[src/pfc_pkg.sv]
`default_nettype none

package pfc_pkg;

	// Packed pixel formats, as coded in the format registers.
	typedef enum logic [1:0] {
		FMT_5650 = 2'd0,
		FMT_5551 = 2'd1,
		FMT_4444 = 2'd2,
		FMT_8888 = 2'd3
	} fmt_t;

	// Configuration register indexes.
	localparam int unsigned CFG_IDX_W  = 2;
	localparam int unsigned CFG_DATA_W = 2;
	localparam logic [CFG_IDX_W-1:0] CFG_SOURCE_FORMAT = 2'd0;
	localparam logic [CFG_IDX_W-1:0] CFG_TARGET_FORMAT = 2'd1;

	localparam int unsigned PIX_W = 32;

	// One pixel with every channel widened to eight bits.
	typedef struct packed {
		logic [7:0] alpha;
		logic [7:0] blue;
		logic [7:0] green;
		logic [7:0] red;
	} chan8_t;

endpackage : pfc_pkg

`default_nettype wire

[src/pfc_unpack.sv]
`default_nettype none

module pfc_unpack (
	input  wire logic [31:0]  pixel,
	input  wire pfc_pkg::fmt_t     fmt,
	output pfc_pkg::chan8_t   chan
);
	import pfc_pkg::*;

	// Each channel is widened by repeating its bit pattern from the top.
	always_comb begin
		case (fmt)
			FMT_5650: begin
				chan.red   = {pixel[4:0],   pixel[4:2]};
				chan.green = {pixel[10:5],  pixel[10:9]};
				chan.blue  = {pixel[15:11], pixel[15:13]};
				chan.alpha = 8'hff;
			end
			FMT_5551: begin
				chan.red   = {pixel[4:0],   pixel[4:2]};
				chan.green = {pixel[9:5],   pixel[9:7]};
				chan.blue  = {pixel[14:10], pixel[14:12]};
				chan.alpha = {8{pixel[15]}};
			end
			FMT_4444: begin
				chan.red   = {pixel[3:0],   pixel[3:0]};
				chan.green = {pixel[7:4],   pixel[7:4]};
				chan.blue  = {pixel[11:8],  pixel[11:8]};
				chan.alpha = {pixel[15:12], pixel[15:12]};
			end
			default: begin
				chan.red   = pixel[7:0];
				chan.green = pixel[15:8];
				chan.blue  = pixel[23:16];
				chan.alpha = pixel[31:24];
			end
		endcase
	end

endmodule : pfc_unpack

`default_nettype wire

[src/pfc_pack.sv]
`default_nettype none

module pfc_pack (
	input  wire pfc_pkg::chan8_t   chan,
	input  wire pfc_pkg::fmt_t     fmt,
	output logic [31:0]       pixel
);
	import pfc_pkg::*;

	// Each channel keeps its top bits; 16-bit formats leave the upper half zero.
	always_comb begin
		case (fmt)
			FMT_5650: pixel = {16'h0000, chan.blue[7:3], chan.green[7:2], chan.red[7:3]};
			FMT_5551: pixel = {16'h0000, chan.alpha[7], chan.blue[7:3], chan.green[7:3],
				chan.red[7:3]};
			FMT_4444: pixel = {16'h0000, chan.alpha[7:4], chan.blue[7:4], chan.green[7:4],
				chan.red[7:4]};
			default:  pixel = {chan.alpha, chan.blue, chan.green, chan.red};
		endcase
	end

endmodule : pfc_pack

`default_nettype wire

[src/pixel_format_converter.sv]
// Pixel format converter: turns one packed pixel per word from the source format
// into the target format (5650, 5551, 4444 or 8888, red lowest, alpha highest).
// Input channel: in_valid / in_ready with pixel_in; 16-bit formats use its low half.
// Output channel: out_valid / out_ready with pixel_out; 16-bit targets give a zero
// upper half. Configuration channel: cfg_valid / cfg_ready with cfg_index and
// cfg_data; index 0 is the source format, index 1 the target format, any other
// index is ignored. cfg_ready is always high, and the formats are to be changed
// only while no word is in flight.
// A word accepted by the input channel is held in the input register, converted by
// a short decode and repack, and captured in the output register that drives
// pixel_out. The two registers form a pipeline that takes one word every cycle
// as long as the receiver keeps out_ready high.
// When the receiver stalls, the result stays in the output register and one
// further word waits in the input register; in_ready then falls until the
// output register is drained.
// Reset clears both valid flags and sets both formats to 8888.
`default_nettype none

module pixel_format_converter (
	input  wire logic                            clk,
	input  wire logic                            arst_n,
	input  wire logic                            cfg_valid,
	output logic                                 cfg_ready,
	input  wire logic [pfc_pkg::CFG_IDX_W-1:0]   cfg_index,
	input  wire logic [pfc_pkg::CFG_DATA_W-1:0]  cfg_data,
	input  wire logic                            in_valid,
	output logic                                 in_ready,
	input  wire logic [pfc_pkg::PIX_W-1:0]       pixel_in,
	output logic                                 out_valid,
	input  wire logic                            out_ready,
	output logic [pfc_pkg::PIX_W-1:0]            pixel_out
);
	import pfc_pkg::*;

	fmt_t               source_fmt_q;
	fmt_t               target_fmt_q;
	logic               valid_s1;
	logic [PIX_W-1:0]   pixel_s1;
	logic               valid_s2;
	logic [PIX_W-1:0]   pixel_s2;
	logic               advance;
	chan8_t             chan;
	logic [PIX_W-1:0]   converted;

	// Register writes are always taken.
	assign cfg_ready = 1'b1;

	always_ff @(posedge clk or negedge arst_n) begin
		if (!arst_n) begin
			source_fmt_q <= FMT_8888;
			target_fmt_q <= FMT_8888;
		end else if (cfg_valid) begin
			case (cfg_index)
				CFG_SOURCE_FORMAT: source_fmt_q <= fmt_t'(cfg_data);
				CFG_TARGET_FORMAT: target_fmt_q <= fmt_t'(cfg_data);
				default: ;
			endcase
		end
	end

	// The first stage moves on whenever the output register is empty or being read.
	assign advance  = !valid_s2 || out_ready;
	assign in_ready = !valid_s1 || advance;

	always_ff @(posedge clk or negedge arst_n) begin
		if (!arst_n) begin
			valid_s1 <= 1'b0;
			valid_s2 <= 1'b0;
		end else begin
			if (in_ready) begin
				valid_s1 <= in_valid;
			end
			if (advance) begin
				valid_s2 <= valid_s1;
			end
		end
	end

	always_ff @(posedge clk) begin
		if (in_ready && in_valid) begin
			pixel_s1 <= pixel_in;
		end
		if (advance && valid_s1) begin
			pixel_s2 <= converted;
		end
	end

	// Widen every channel to eight bits, then cut to the target widths. When both
	// formats match, this round trip gives back the pixel, with a zero upper half in 16-bit formats.
	pfc_unpack u_unpack (
		.pixel (pixel_s1),
		.fmt   (source_fmt_q),
		.chan  (chan)
	);

	pfc_pack u_pack (
		.chan  (chan),
		.fmt   (target_fmt_q),
		.pixel (converted)
	);

	assign out_valid = valid_s2;
	assign pixel_out = pixel_s2;

`ifndef SYNTHESIS
	a_accept_fills_s1: assert property (@(posedge clk) disable iff (!arst_n)
		in_valid && in_ready |=> valid_s1 && (pixel_s1 == $past(pixel_in)))
		else $error("accepted word did not reach the input register");

	a_hold_s1: assert property (@(posedge clk) disable iff (!arst_n)
		valid_s1 && !advance |=> valid_s1 && $stable(pixel_s1))
		else $error("input register changed while the output was stalled");

	a_narrow_upper_zero: assert property (@(posedge clk) disable iff (!arst_n)
		valid_s1 && advance && target_fmt_q != FMT_8888 |=> pixel_out[31:16] == 16'h0000)
		else $error("16-bit result has a non-zero upper half");

	a_cfg_source: assert property (@(posedge clk) disable iff (!arst_n)
		cfg_valid && cfg_ready && cfg_index == CFG_SOURCE_FORMAT
		|=> source_fmt_q == fmt_t'($past(cfg_data)))
		else $error("source format write was lost");
`endif

endmodule : pixel_format_converter

`default_nettype wire
[config.mk]
export PLATFORM = sky130hd
export DESIGN_NAME = pixel_format_converter
export DESIGN_NICKNAME = d
export VERILOG_FILES = /design/src/pfc_pkg.sv /design/src/pfc_unpack.sv /design/src/pfc_pack.sv /design/src/pixel_format_converter.sv
export SDC_FILE = /design/constraint.sdc
export NUM_CORES = 1
export LEC_CHECK = 0
export ABC_AREA = 1
export BUFFER_PORTS_ARGS = -buffer_cell sky130_fd_sc_hd__buf_2
export CORE_ASPECT_RATIO = 1.75
export CORE_MARGIN = 4
export CORE_UTILIZATION = 58
export DETAILED_ROUTE_END_ITERATION = 7
export GPL_TIMING_DRIVEN = 0
export HOLD_SLACK_MARGIN = 0.15
export PLACE_DENSITY_LB_ADDON = 0.08
export SLEW_MARGIN = 10
export SYNTH_ARGS = -nofsm -noshare
export SYNTH_HDL_FRONTEND = slang
export SYNTH_SLANG_ARGS = --single-unit
export TNS_END_PERCENT = 100
[constraint.sdc]
create_clock -name clk -period 3.75 [get_ports clk]
set_input_delay 1.125 -clock clk [delete_from_list [all_inputs] [get_ports clk]]
set_output_delay 1.125 -clock clk [all_outputs]
set_load 0.03 [all_outputs]
==> impl_metrics.env <==
export IMPL_core_area_sq_mm=0.00559
export IMPL_max_slew_margin=0.284
export IMPL_netSwitchingFraction=0.339
export IMPL_intPower_mw=1.40
export IMPL_setup_viol=0
export IMPL_fp_dieW_microns=65.4
export IMPL_track_usage=0.240
export IMPL_syn_inst=327
export IMPL_synth_seq_cells=70
export IMPL_io_pins=76
export IMPL_maxSlewViolCount=0
export IMPL_die_y_microns=109
export IMPL_hp_class="reg2reg"
export IMPL_cts_sinks=70
export IMPL_wl_microns=7840
export IMPL_post_route_util=0.717
export IMPL_combPwrFrac=0.285
export IMPL_antenna_found_initial=0
export IMPL_synthToLayoutAreaGrowth_pct=19.5
export IMPL_whs_ns=0.520
export IMPL_synth_warning_count=0
export IMPL_seq_area_frac_synth=0.620
export IMPL_power_frac_seq=0.484
export IMPL_firstDrtPassIters=5
export IMPL_grt_setup_unrepaired="false"
export IMPL_final_common_cell="buf_2"
export IMPL_cp_end_kind="output pin"
export IMPL_power_total_mw=2.12
export IMPL_p_clk_frac=0.230
export IMPL_portBuffers=74
export IMPL_cts_made_buffers=9
export IMPL_gp_congestion=0.881
export IMPL_cap_violations=0
export IMPL_crit_type="in2out"
export IMPL_final_cell_mix="buf_2 (76), nand2_1 (73), nand3_1 (67)"
export IMPL_finalClockSkew_ns=0.00792
export IMPL_wl_per_cell_microns=15.9
export IMPL_clock_latency_ns=0.35
export IMPL_cts_tree="done"
export IMPL_cp_max_fo=3
export IMPL_synth_distinct_cells=29
export IMPL_min_period_ns=2.78
export IMPL_cts_setup_buffers=0
export IMPL_cts_resized=0
export IMPL_grt_first_pass_wirelength_microns=12300
export IMPL_cp_arrival_ns=1.65
export IMPL_drc=0
export IMPL_via_per_inst=5.49
export IMPL_placementRows=36
export IMPL_start_util=0.600
export IMPL_p_sw_mw=0.716
export IMPL_syn_nets=368
export IMPL_r2r_slack_ns=1.68
export IMPL_drive_above_1_share=0.292
export IMPL_max_vdd_ir_drop_v=0.000368
export IMPL_syn_cell_area_sq_mm=0.00335
export IMPL_fmax_ghz=0.360
export IMPL_diodes=0
export IMPL_hold_buffers=0
export IMPL_worstPathRequired_ns=2.62
export IMPL_die_area_sq_mm=0.00710
export IMPL_cp_start_kind="primary input"
export IMPL_drtIter0Drc=244
export IMPL_htreeDepth=3
export IMPL_powerDensity_mw_per_mm2=528
export IMPL_path_clk_slew_ns=0.06
export IMPL_synth_area_leaders="edfxtp_1 (57%), nand3_1 (10%), nand2_1 (8.2%)"
export IMPL_synth_top_area_share=0.574
export IMPL_tightest_slew_ns=1.07
export IMPL_vias=2713
export IMPL_clk_path_buf_depth=2
export IMPL_finalHoldViolCount=0
export IMPL_clockRootBuffer="clkbuf_8"
export IMPL_ant_nets=0
export IMPL_final_nets=454
export IMPL_grt_pass1_vias=2616
export IMPL_finalCritPeriodShare=0.740
export IMPL_power_leakage_nw=1.72
export IMPL_grt_max_degree=33
export IMPL_status="complete, no violations"
export IMPL_avgSynthCellArea_sq_um=10.2
export IMPL_yosysTopAreaCell="edfxtp_1"
export IMPL_dp_hpwl_microns=6190
export IMPL_grt_overflow_total=0
[sequential cells by signal, indices dropped and copies added (netlist names)]
signal        flops
pixel_out        32
pixel_s1         32
source_fmt_q      2
target_fmt_q      2
out_valid         1
valid_s1          1
[metal layers]
layer  global-route usage  share of wire  up-vias
met1                0.262           0.37     1236
li1                     -              -     1328
met5                    0              0        -
met2                0.412           0.52      116
met3               0.0416          0.052       33
met4                0.169          0.054        0
[worst paths after layout]
check,start,to,cells past startpoint
worst max-delay path,out_ready,in_ready,4
worst max register to register,out_valid,pixel_s1[30],3
max in group asynchronous,arst_n,source_fmt_q[1],1
min in group asynchronous,arst_n,valid_s1,1
worst min-delay path,valid_s1,out_valid,2
worst min register to register,valid_s1,out_valid,2
[synthesized netlist by cell type, drive strengths merged]
cell type,number
or2,8
o21ai,18
dfrtp,2
edfxtp,64
nand3b,2
nor3b,1
nor2,19
inv,26
conb,1
dfstp,4
a31o,1
a21oi,3
clkbuf,1
o211ai,5
nand2,76
nand4,16
buf,12
nand3,68
[layout make-up]
class                   instances  area [sq um]
plain buffers                  13           100
clock buffers                  10           128
clock inverters                 6          28.8
fillers                       463          1580
inverters                      26          97.6
multi-input cells             218          1090
flip-flops and latches         70          2080
well taps                      76          95.1
repair buffers                 75           390
[power groups by stage]
stage / Clock [mW] / Combinational, mW / Sequential [mW]
after floorplan: 0 / 0.308 / 1.15
after global placement: 0 / 0.584 / 1.04
after detailed placement: 0 / 0.599 / 1.04
after CTS: 0.496 / 0.600 / 1.03
after global routing: 0.536 / 0.655 / 1.03
final: 0.488 / 0.603 / 1.02
[critical path, stage by stage]
cell     delay, ns
buf_2         0.10
inv_1         0.11
nand3_1       0.12
buf_2         0.20
[per-stage QoR]
step | setup slack [ns] | std cells | cell area (sq um) | setup TNS, ns
2_1_floorplan | 0.565 | 327 | 3350 | 0
3_3_place_gp | -0.0150 | 477 | 3810 | -0.381
3_5_place_dp | 0.968 | 478 | 3850 | 0
4_1_cts | 0.968 | 494 | 4000 | 0
5_1_grt | 0.841 | 494 | 4000 | 0
6_report | 0.973 | 494 | 4000 | 0
[cells by family after synthesis]
family / share of synthesized area
AOI/OAI and AO/OA: 0.0467
other: 0.00112
and+or+nand+nor: 0.273
buffers and inverters: 0.0590
DFF: 0.620
Power figures use the tool's default switching activity.
